**config.mk**
```make
export PLATFORM = sky130hd
export DESIGN_NAME = ffpa_ram
export DESIGN_NICKNAME = d
export VERILOG_FILES = /design/src/rtl/ffpa_ram.sv
export SDC_FILE = /design/constraint.sdc
export NUM_CORES = 1
export LEC_CHECK = 0
export ABC_AREA = 1
export BUFFER_PORTS_ARGS = -buffer_cell sky130_fd_sc_hd__buf_2
export CORE_MARGIN = 5
export CORE_UTILIZATION = 65
export DETAILED_ROUTE_END_ITERATION = 6
export GPL_TIMING_DRIVEN = 0
export PLACE_DENSITY = 0.88
export SETUP_SLACK_MARGIN = 0.15
export SYNTH_ARGS = -nofsm -noshare
export SYNTH_HDL_FRONTEND = slang
export SYNTH_SLANG_ARGS = --single-unit
```
**constraint.sdc**
```tcl
create_clock -name clock -period 1.9 [get_ports clock]
set_clock_uncertainty 0.15 [all_clocks]
set_input_delay 0.285 -clock clock [delete_from_list [all_inputs] [get_ports clock]]
set_output_delay 0.285 -clock clock [all_outputs]
set_load 0.03 [all_outputs]
```
**src/rtl/ffpa_ram.sv**
```systemverilog
// Generic single-write, single-read RAM with registered read data.
// No dependencies.
`timescale 1ns / 1ps
module ffpa_ram #(
   parameter int WIDTH = 8,
   parameter int DEPTH = 16
) (
   input  logic                     clock,
   input  logic                     we,
   input  logic [$clog2(DEPTH)-1:0] waddr,
   input  logic [WIDTH-1:0]         wdata,
   input  logic [$clog2(DEPTH)-1:0] raddr,
   output logic [WIDTH-1:0]         rdata
);

   logic [WIDTH-1:0] mem [DEPTH];

   always_ff @(posedge clock) begin
      if (we) begin
         mem[waddr] <= wdata;
      end
      rdata <= mem[raddr];
   end

endmodule

```
Yosys cells after proc, flatten, opt, wreduce, memory -nomap -nowiden
Memories as Yosys holds them, arrays and structs flattened. A register that Yosys moved wholly into a read port is not among the register bits.
Index checks and enable logic that the tools add are counted.
{"block": "word_totals", "mem_count": 1, "regBits": 0, "ramBits": 128, "elab_cells": 3, "out_inout_bits": 8}
{"memory": "mem", "words": 16, "width": 8, "read_ports": 1, "rd_ports_with_merged_regs": 1, "wr": 1, "line": "16", "rtl": "logic [WIDTH-1:0] mem [DEPTH];"}
{"block": "classes", "n_mux": 2}
{"cell": "$mux W1", "count": 2}

Depth between registers and ports, before layout
{"block": "logic_depth", "word_depth": 2, "ltp_mapped": 8, "ltp_nobuf": 7}

Worst setup path before layout
No wires, ideal clock.
{"block": "synth_path", "path_kind": "input to register", "from": "in waddr[2]", "to": "mem mem[10][0] (enable)", "t_arrival_ns": 0.866, "t_required_ns": 1.380, "setup_time_ns": 0.370, "cell_stages": 2, "setup_slack_ns": 0.514, "path_buffers": 0, "path_cell_list": "nand3b_1 > nor2_1"}
{"item": "start: declaration", "line": "10", "rtl": "input logic [$clog2(DEPTH)-1:0] waddr,"}
{"item": "end: declaration", "line": "16"}
Straight into the memory's write port.

Worst setup path in the final report
{"block": "layout_path", "from": "reg rdata[0], read port of mem", "to": "out rdata[0]"}
{"item": "start: declaration", "line": "13", "rtl": "output logic [WIDTH-1:0] rdata"}
No word-level cell between the ends.

==> summary.md <==
| Metric | Value |
|---|---|
| Sequential area share after synthesis | `69.43%` |
| Cts repair resizes | `0` |
| Drc violations | `0` |
| Worst setup path end | `rdata[0]` |
| Register area | `4004 sq um` |
| Die Wd | `104.2 um` |
| Cell Chain, Critical Path | `buf_2` |
| Post-CTS setup repair buffer count | `0` |
| R2r startpoint | `mem[0][3]` |
| Io pins | `26` |
| Port Buffers | `22` |
| Synth Instances | `551` |
| Final Cycle Share | `76.24%` |
| R2r endpoint | `rdata[3]` |
| Core Region | `8678 sq um` |
| Clk buf depth | `2` |
| Nets@finish | `610` |
| Final Max Tran Viols | `0` |
| Htree depth | `4` |
| Antenna diode count | `0` |
| Required time worst endpoint | `1.46 ns` |
| Multi-input gate area | `1214 sq um` |
| Crit path buffers/inverters | `1` |
| Fin. Hold Viols | `0` |
| First-pass GRT wire length | `21980 um` |
| Final core utilization | `76.10%` |
| Top-area cell type share of the netlist area | `66.65%` |
| P per Cell Area | `1075 nW/um^2` |
| Min Tclk post-route | `1.449 ns` |
| Initial antenna violation count | `0` |
| Largest net degree at the start of global routing | `17` |
| Gr usage total | `27.03%` |
| Mapped Avg Cell Area | `10.47 sq um` |
| Die area | `10860 sq um` |
| Max frequency | `0.6904 GHz` |
| Reg2Reg Setup Slack | `0.67 ns` |
| TNS Setup | `0 ns` |
| # hold bufs at CTS | `0` |
| ANT nets after route | `0` |
| Worst Setup End Kind | `primary output` |
| Via/cell ratio | `5.884` |
| Leak | `0.002891 uW` |
| Critical Path Source | `rdata[0]` |
| Slowest-stage cell, CP | `dfxtp_1` |
| Yosys Warn Count | `0` |
| Total CTS buffers | `17` |
| Placer congestion estimate | `0.9173` |
| Crit start category | `flip-flop` |
| Cell Area, Synth | `5767 sq um` |
| HP Class | `input port to flip-flop` |
| Die Span Y | `104.2 um` |
| # rows | `34` |
| Share of post-route cells with drive strength above 1 | `12.73%` |
| Register bit count reported by yosys | `136` |
| Max incr delay on CP | `0.31 ns` |
| Largest area contributor in the netlist | `edfxtp_1` |
| TritonCTS Sinks | `136` |
| Layout area overhead | `14.52%` |
| Synth unique cells | `12` |
| TritonCTS clock tree | `yes` |
| Crit path depth | `1` |
| Crit path arrival time | `1.01 ns` |
| Vias | `4195` |
| Synth top area cells | `edfxtp_1 (67%), nand2_1 (11%), nand3_1 (8.4%)` |
| Number of fill cells in the layout | `566` |
| Outcome | `completed` |
| Rel. slew slack | `36.50%` |
| Initial DRC Count | `554` |
| Root Driver | `clkbuf_8` |
| Syn Nets | `569` |
| Skew-Pair Late Insertion Delay | `0.52 ns` |
| CP Class | `flip-flop to primary output` |
| Routed WL | `14090 um` |
| Endpoints failing setup | `0` |
| Clk pin slew, worst setup/hold paths | `0.06 ns` |
| Worst-case reg-to-reg path depth | `6` |
| TritonRoute pass-1 iters | `5` |
| Critical path peak fanout | `1` |
| Wire length per cell | `19.77 um` |
| Detailed Place HPWL | `8982 um` |
| Initial Util | `66.45%` |
| Vias in the first global route | `3991` |
| Maximum vdd ir drop | `1.140 mV` |
| Crit path max-delay family | `flip-flops` |
| Worst Tran Pin Value | `0.9489 ns` |
| Grt ovf | `0` |
| RSZ-0062 raised after global routing | `false` |
| Max-cap violation count | `0` |
-- layer usage --
metal / global-route usage [%] / vias up / wire [um]
met2: 43.21 / 353 / 6847
met5: 0 / - / 0
met1: 36.21 / 1934 / 5099
li1: - / 1857 / -
met4: 10.27 / 0 / 444
met3: 6.394 / 51 / 1701
-- registers in the layout, summed over array words and instances (netlist names) --
name   count
mem      128
rdata      8
-- worst reg2reg max path, stage by stage, from the launching register on --
cell	delay, ns
edfxtp_1	0.40
inv_1	0.07
nand2_1	0.05
nand3_1	0.09
nand3_1	0.15
nand3_1	0.12
nand2_1	0.08
-- logic make-up (layout without fill, tap and decap cells) --
| family | Yosys count | after routing | synth area share (%) |
|---|---|---|---|
| flops | 136 | 136 | 69.43 |
| simple gates | 289 | 289 | 21.05 |
| buf+inv | 126 | 180 | 9.525 |
-- placed cells by master, fill, tap and decap left out, drive strengths merged --
cell type	count
clkinv	5
clkinvlp	3
buf	46
clkbuf	18
nor2	17
nand2	173
nand3	97
inv	105
nand3b	2
bufinv	3
dfxtp	8
edfxtp	128
-- where the power goes --
| group | internal (uW) | total [uW] | switching, uW |
|---|---|---|---|
| clock network | 2010 | 3250 | 1240 |
| registers | 3350 | 3370 | 17.1 |
| logic | 129 | 482 | 352 |
-- stage by stage --
stage	power, uW	hold slack (ns)	instance area (sq um)	setup WS, ns	instances
finish	7099	0.009855	6604	0.4515	713
global route	7298	0.008846	6604	0.4107	713
CTS	7090	0.005882	6604	0.4334	713
detailed placement	3897	0.5453	6012	-0.06708	681
global placement	3878	0.5291	6012	-0.002998	681
floorplan	3708	0.2339	5767	0.5142	551
-- cells in the mapped netlist --
master and count:
buf_1 1, buf_2 13, buf_4 4, buf_6 6, dfxtp_1 8, edfxtp_1 128
inv_1 100, inv_2 2, nand2_1 173, nand3_1 97, nand3b_1 2, nor2_1 17
-- worst min-delay path by stage --
stage	startpoint	endpoint	slack, ns	depth (start not counted)
global placement	mem[8][3]	rdata[3]	0.53	6
CTS	wdata[2]	mem[7][2]	0.006	1
finish	wdata[2]	mem[3][2]	0.01	1
floorplan	wdata[0]	mem[0][0]	0.23	0
detailed placement	wdata[2]	mem[0][2]	0.55	1
global route	wdata[2]	mem[0][2]	0.009	1
-- final cells by class --
cell class / count / area share, %
inverter: 102 / 5.798
multi-input combinational: 289 / 18.38
tap: 108 / 2.046
buffer: 24 / 2.520
clock inverter: 14 / 2.634
timing repair buffer: 22 / 1.667
clock buffer: 18 / 6.328
sequential: 136 / 60.63
(Power assumes the default switching activity.)
