==> src/rtl/ffpa_pkg.sv <==
// Shared types, widths and codes for the first-fit partition allocator.
// No dependencies; the interface, allocator and ALU files refer to it by scoped names.
`timescale 1ns / 1ps
package ffpa_pkg;

   localparam int MAX_PARTS = 64;
   localparam int IDX_W     = $clog2(MAX_PARTS);
   localparam int CNT_W     = $clog2(MAX_PARTS + 1);
   localparam int ADDR_W    = 20;
   localparam int SIZE_W    = ADDR_W + 1;
   localparam int PID_W     = 16;
   localparam int CMD_W     = 3;
   localparam int STAT_W    = 3;
   localparam int CSR_IDX_W = 1;
   localparam int CSR_W     = SIZE_W;

   localparam logic [SIZE_W-1:0] MEM_LIMIT = SIZE_W'(1) << ADDR_W;
   localparam logic [SIZE_W-1:0] TOTAL_RST = SIZE_W'(1048576);
   localparam logic [PID_W-1:0]  FIRST_PID_RST = PID_W'(1000);

   localparam logic [CMD_W-1:0] CMD_ALLOC   = 3'd0;
   localparam logic [CMD_W-1:0] CMD_FREE    = 3'd1;
   localparam logic [CMD_W-1:0] CMD_COMPACT = 3'd2;
   localparam logic [CMD_W-1:0] CMD_READ    = 3'd3;
   localparam logic [CMD_W-1:0] CMD_INIT    = 3'd4;

   localparam logic [STAT_W-1:0] ST_OK       = 3'd0;
   localparam logic [STAT_W-1:0] ST_NOFIT    = 3'd1;
   localparam logic [STAT_W-1:0] ST_NOTFOUND = 3'd2;
   localparam logic [STAT_W-1:0] ST_FULL     = 3'd3;
   localparam logic [STAT_W-1:0] ST_BAD      = 3'd4;

   localparam logic [CSR_IDX_W-1:0] CSR_TOTAL_SIZE = 1'd0;
   localparam logic [CSR_IDX_W-1:0] CSR_FIRST_PID  = 1'd1;

   localparam logic ALU_ADD = 1'b0;
   localparam logic ALU_SUB = 1'b1;

   typedef struct packed {
      logic              hole;
      logic [PID_W-1:0]  pid;
      logic [ADDR_W-1:0] base;
      logic [SIZE_W-1:0] size;
   } entry_type;

   localparam int ENTRY_W = $bits(entry_type);

   typedef struct packed {
      logic              op;
      logic [SIZE_W-1:0] a;
      logic [SIZE_W-1:0] b;
   } alu_req_type;

   typedef struct packed {
      logic [SIZE_W-1:0] res;
      logic              ge;
      logic              eq;
   } alu_rsp_type;

   typedef struct packed {
      logic [STAT_W-1:0] status;
      logic [PID_W-1:0]  out_pid;
      logic [ADDR_W-1:0] out_base;
      logic [SIZE_W-1:0] out_size;
      logic              out_free;
      logic [CNT_W-1:0]  part_count;
   } result_type;

endpackage

==> src/rtl/ffpa_alu.sv <==
// Shared add/subtract/compare unit used by the alloc, free and compact commands.
// Depends on ffpa_pkg for the request and response structs.
`timescale 1ns / 1ps
module ffpa_alu (
   input  ffpa_pkg::alu_req_type req,
   output ffpa_pkg::alu_rsp_type rsp
);

   logic [ffpa_pkg::SIZE_W:0] wide;

   always_comb begin
      if (req.op == ffpa_pkg::ALU_SUB) begin
         wide = {1'b0, req.a} - {1'b0, req.b};
      end else begin
         wide = {1'b0, req.a} + {1'b0, req.b};
      end
      rsp.res = wide[ffpa_pkg::SIZE_W-1:0];
      // No borrow out of the subtraction means a >= b.
      rsp.ge  = ~wide[ffpa_pkg::SIZE_W];
      rsp.eq  = (req.a == req.b);
   end

endmodule
==> config.mk <==
export PLATFORM = sky130hd
export DESIGN_NAME = ffpa_alu
export DESIGN_NICKNAME = d
export VERILOG_FILES = /design/src/rtl/ffpa_pkg.sv /design/src/rtl/ffpa_alu.sv
export SDC_FILE = /design/constraint.sdc
export NUM_CORES = 1
export LEC_CHECK = 0
export BUFFER_PORTS_ARGS = -buffer_cell sky130_fd_sc_hd__buf_4
export CORE_AREA = 2 2 68 70
export DETAILED_ROUTE_END_ITERATION = 12
export DIE_AREA = 0 0 70 72
export PLACE_DENSITY = 0.79
export SYNTH_ARGS = -nofsm -noshare
export SYNTH_HDL_FRONTEND = slang
export SYNTH_SLANG_ARGS = --single-unit
==> constraint.sdc <==
create_clock -name vclk -period 2.5
set_input_delay 0.25 -clock vclk [all_inputs]
set_output_delay 0.25 -clock vclk [all_outputs]
set_load 0.02 [all_outputs]
### Word-level counts from Yosys, hierarchy flattened

Index checks and enable logic that the tools add are counted.

| word-level totals | value |
|---|---|
| bits in registers | 0 |
| input bits | 43 |
| word-level logic and storage cells | 5 |

| operators by class | value |
|---|---|
| $add $sub $neg | 2 |
| equal/unequal tests | 1 |
| mux-type cells | 1 |
| bitwise logic cells | 1 |

Operator list:

| kind | number |
|---|---|
| adder 21 x 21 -> 22 bit | 1 |
| 2-to-1 mux 22 bit | 1 |
| subtractor 21 x 21 -> 22 bit | 1 |
| == test 21 bit | 1 |
| NOT 1 bit | 1 |

### Logic depth before layout (Yosys ltp)

| logic depth | value |
|---|---|
| depth after elaboration | 3 |
| gate-level depth with buffers | 10 |
| mapped depth without buffers | 10 |

### Worst setup path after synthesis

Ideal clock, no wire load.

| timing path | value |
|---|---|
| kind | input to output |
| from | in req[21] (netlist name) |
| to | out rsp[22] (netlist name) |
| data arrival time | 2152 ps |
| required time | 2250 ps |
| setup slack | 98 ps |
| stages on the path | 10 |
| buffers on the path | 0 |
| cells stage by stage | inv_1 > ha_1 > fa_1 > nor2b_1 > o2111ai_1 > a211oi_1 > nor2_1 > o21ai_1 > a211oi_2 > xnor2_1 |

RTL lines:

| element | RTL line | RTL |
|---|---|---|
| start, declared | ffpa_alu.sv:5 | `input ffpa_pkg::alu_req_type req,` |
| end, declared | ffpa_alu.sv:6 | `output ffpa_pkg::alu_rsp_type rsp` |

==> impl_results.md <==
* Crit Path Category: in2out
* Slew Limit Fails at 0
* Setup TNS at -475 ps
* Slew @ Worst Pin at ~400 ps
* Final Hold Vio Count at 0
* Global route overflow at 0
* CP Max Fanout at 2
* Period Utilization, post-route at 1.05
* Hold path depth at 4
* Compound-Gate Fraction of Synth Area at 0.352
* Seq Cell Count at 0
* Cell Area, Synth at 0.00233 mm²
* Fin nets at 546
* Most frequent cells in the layout: 124 x buf_4, 30 x inv_1, 30 x a21oi_1, 30 x nor2_1, 26 x ha_1
* Syn-to-layout area delta at 59.8%
* Wire per inst at 18.4 µm
* Synth warn at 0
* HPWL after detailed placement at 6.14 mm
* Initial antenna violation count at 0
* First-pass iteration count of the detailed router at 5
* Synth Area in XOR/XNOR at 0.0714
* Final worst setup slack at -117 ps
* Routed WL at 9.38 mm
* Commonest non-fill, non-tap cell in the layout: buf_4
* Worst min path class: in2out
* Comb pwr share at 1.000
* Final Power at 1.13 mW
* IO buf count at 66
* Register area at 0 µm²
* Die Height at roughly 72 µm
* Net Count, Synth at 426
* Sw power at 0.606 mW
* Main combinational cell family by area after synthesis: compound AO/OA/AOI/OAI gates
* Mux cell area share after synthesis at 0.00429
* Pin count of the biggest net entering global routing at 21
* Int Power at about 0.53 mW
* CP delay by family, top: compound AO/OA/AOI/OAI gates
* Vias in the first global route at 2903
* Worst Path Required at 2250 ps
* Critical-path cell list: buf_6 > inv_1 > ha_2 > fa_2 > nor2b_4 > o2111ai_2 > buf_4 > a21oi_2 > nor2_1 > o31a_1 > o311ai_2 > xnor2_1 > buf_4
* Post-route insts no fill at 509
* Failing checks: negative setup slack
* Syn Inst Count at 339
* WP buf/inv at 4
* Run status: finished, violations left
* Top cell type's share of synthesized area at 0.225
* Die width at 70 µm
* RSZ-0062 raised after global routing: yes
* Clock buf count at 0
* Hold slack at 966 ps
* Max IR drop VDD at 213 µV
* Largest area contributor in the netlist: ha_1
* Row cnt at 24
* CP max stage cell: fa_2
* Dpl cells at 497
* Die area at 0.00504 mm²
* Endpoint class of the critical path: primary output
* Drc violations at 0
* Initial Util at 0.547
* First-pass GRT wire length at 12.8 mm
* Fmax at 382 MHz
* Detail Route Antenna Nets at 0
* Cell mode on critical path: buf_4
* Maxcap violations at 0
* Seq pwr share at 0
* Total GRT Usage at 0.299
* Adder-cell share of the synthesized area at 0.243
* Final core utilization at 0.874
* Startpoint Class: primary input
* Simple-gate share of the synthesized area at 0.208
* Leakage Power at 1.69 nW
* Relative slew margins at 0.726
* Avg Inst Size Synth at 6.88 µm²
* Clk pwr share at 0
* Area contributors post-synth: ha_1 23%, a21oi_1 7.1%, inv_1 6.1%, xnor2_1 5.6%, nor2_1 5.2%
* DRT iter0 DRCs at 369
* Core area at 0.00426 mm²
* Arr. time, crit path at 2370 ps
* # setup viols final at 7
* GPL Wtd Cong at about 0.98
* Synth cell types at 58
* Via density at 6.35
* Final worst path period need at 2620 ps
* WP depth at 13
* N_diodes at 0
* Switch share at 0.536
* Number of top-level pins at 66
* Sequential share of the synthesized area at 0
* Worst path max stage delay at 380 ps
* Via Count at 3233
* PD cells at slightly above 300 mW/mm²
* Layout cells sized above 1 at 0.442
[cells by family (layout without fill, tap and decap cells)]
logic type / Yosys count / in the layout
mux: 1 / 1
buf+inv: 59 / 177
fa+ha+maj: 44 / 44
simple gates: 97 / 97
compound gates: 119 / 119
xor+xnor: 19 / 19
[power by group through the flow]
stage / Sequential [mW] / Combinational [mW] / Clock, mW
2_1_floorplan: 0 / 0.561 / 0
3_3_place_gp: 0 / 0.924 / 0
3_5_place_dp: 0 / 0.938 / 0
4_1_cts: 0 / 0.991 / 0
5_1_grt: 0 / 1.20 / 0
6_report: 0 / 1.13 / 0
[through the flow]
step / area [µm²] / worst slack, ps
detailed placement: 3200 / -225
floorplan: 2330 / 98.2
CTS: 3390 / -55.1
finish: 3720 / -117
global route: 3720 / -191
global placement: 3200 / -169
[area by class of cell]
cell class	instances	area, µm²
Inverter	41	169
Tap cell	52	65.1
Fill cell	232	539
Multi-Input combinational cell	280	2410
Timing Repair Buffer	136	1080
[routing by layer]
metal	wire length [µm]	global-route usage	vias up
met5	0	0	-
met4	516	0.0705	0
met3	741	0.0181	54
met2	4680	0.569	245
met1	3440	0.367	1480
li1	-	-	1454
[path summary, 6_finish.rpt]
path / startpoint / end / slack (ps)
worst max-delay path: req[21] / rsp[12] / -120
worst min-delay path: req[0] / rsp[2] / 970
[Yosys cell counts, types with 3 or more instances]
library cell and number:
buf_4 3, nand4_1 6, a31oi_1 3, nand2b_1 4
buf_6 3, nor3_1 5, o31ai_1 4, ha_1 42
xnor2_1 15, inv_1 38, buf_2 5, nand3_1 11
nor4_1 4, a211oi_1 4, o21bai_1 3, o221ai_1 3
nand2_1 19, a21o_1 8, o2111ai_1 3, xor2_1 4
nor2b_1 8, a211oi_2 3, nor2_1 32, a21oi_1 33
o21ai_0 20, o211ai_1 5, o311ai_1 3, clkbuf_1 5
o21ai_1 3, o21a_1 3, o22ai_1 3
[timing repair]
item / in CTS / in global routing
setup buffers: 4 / 10
setup endpoints to repair: 9 / 10
resized for setup: 31 / 61
pin swaps: 24 / 31
hold buffers: 0 / 0
Note: power is estimated with default switching activity, not from simulation.
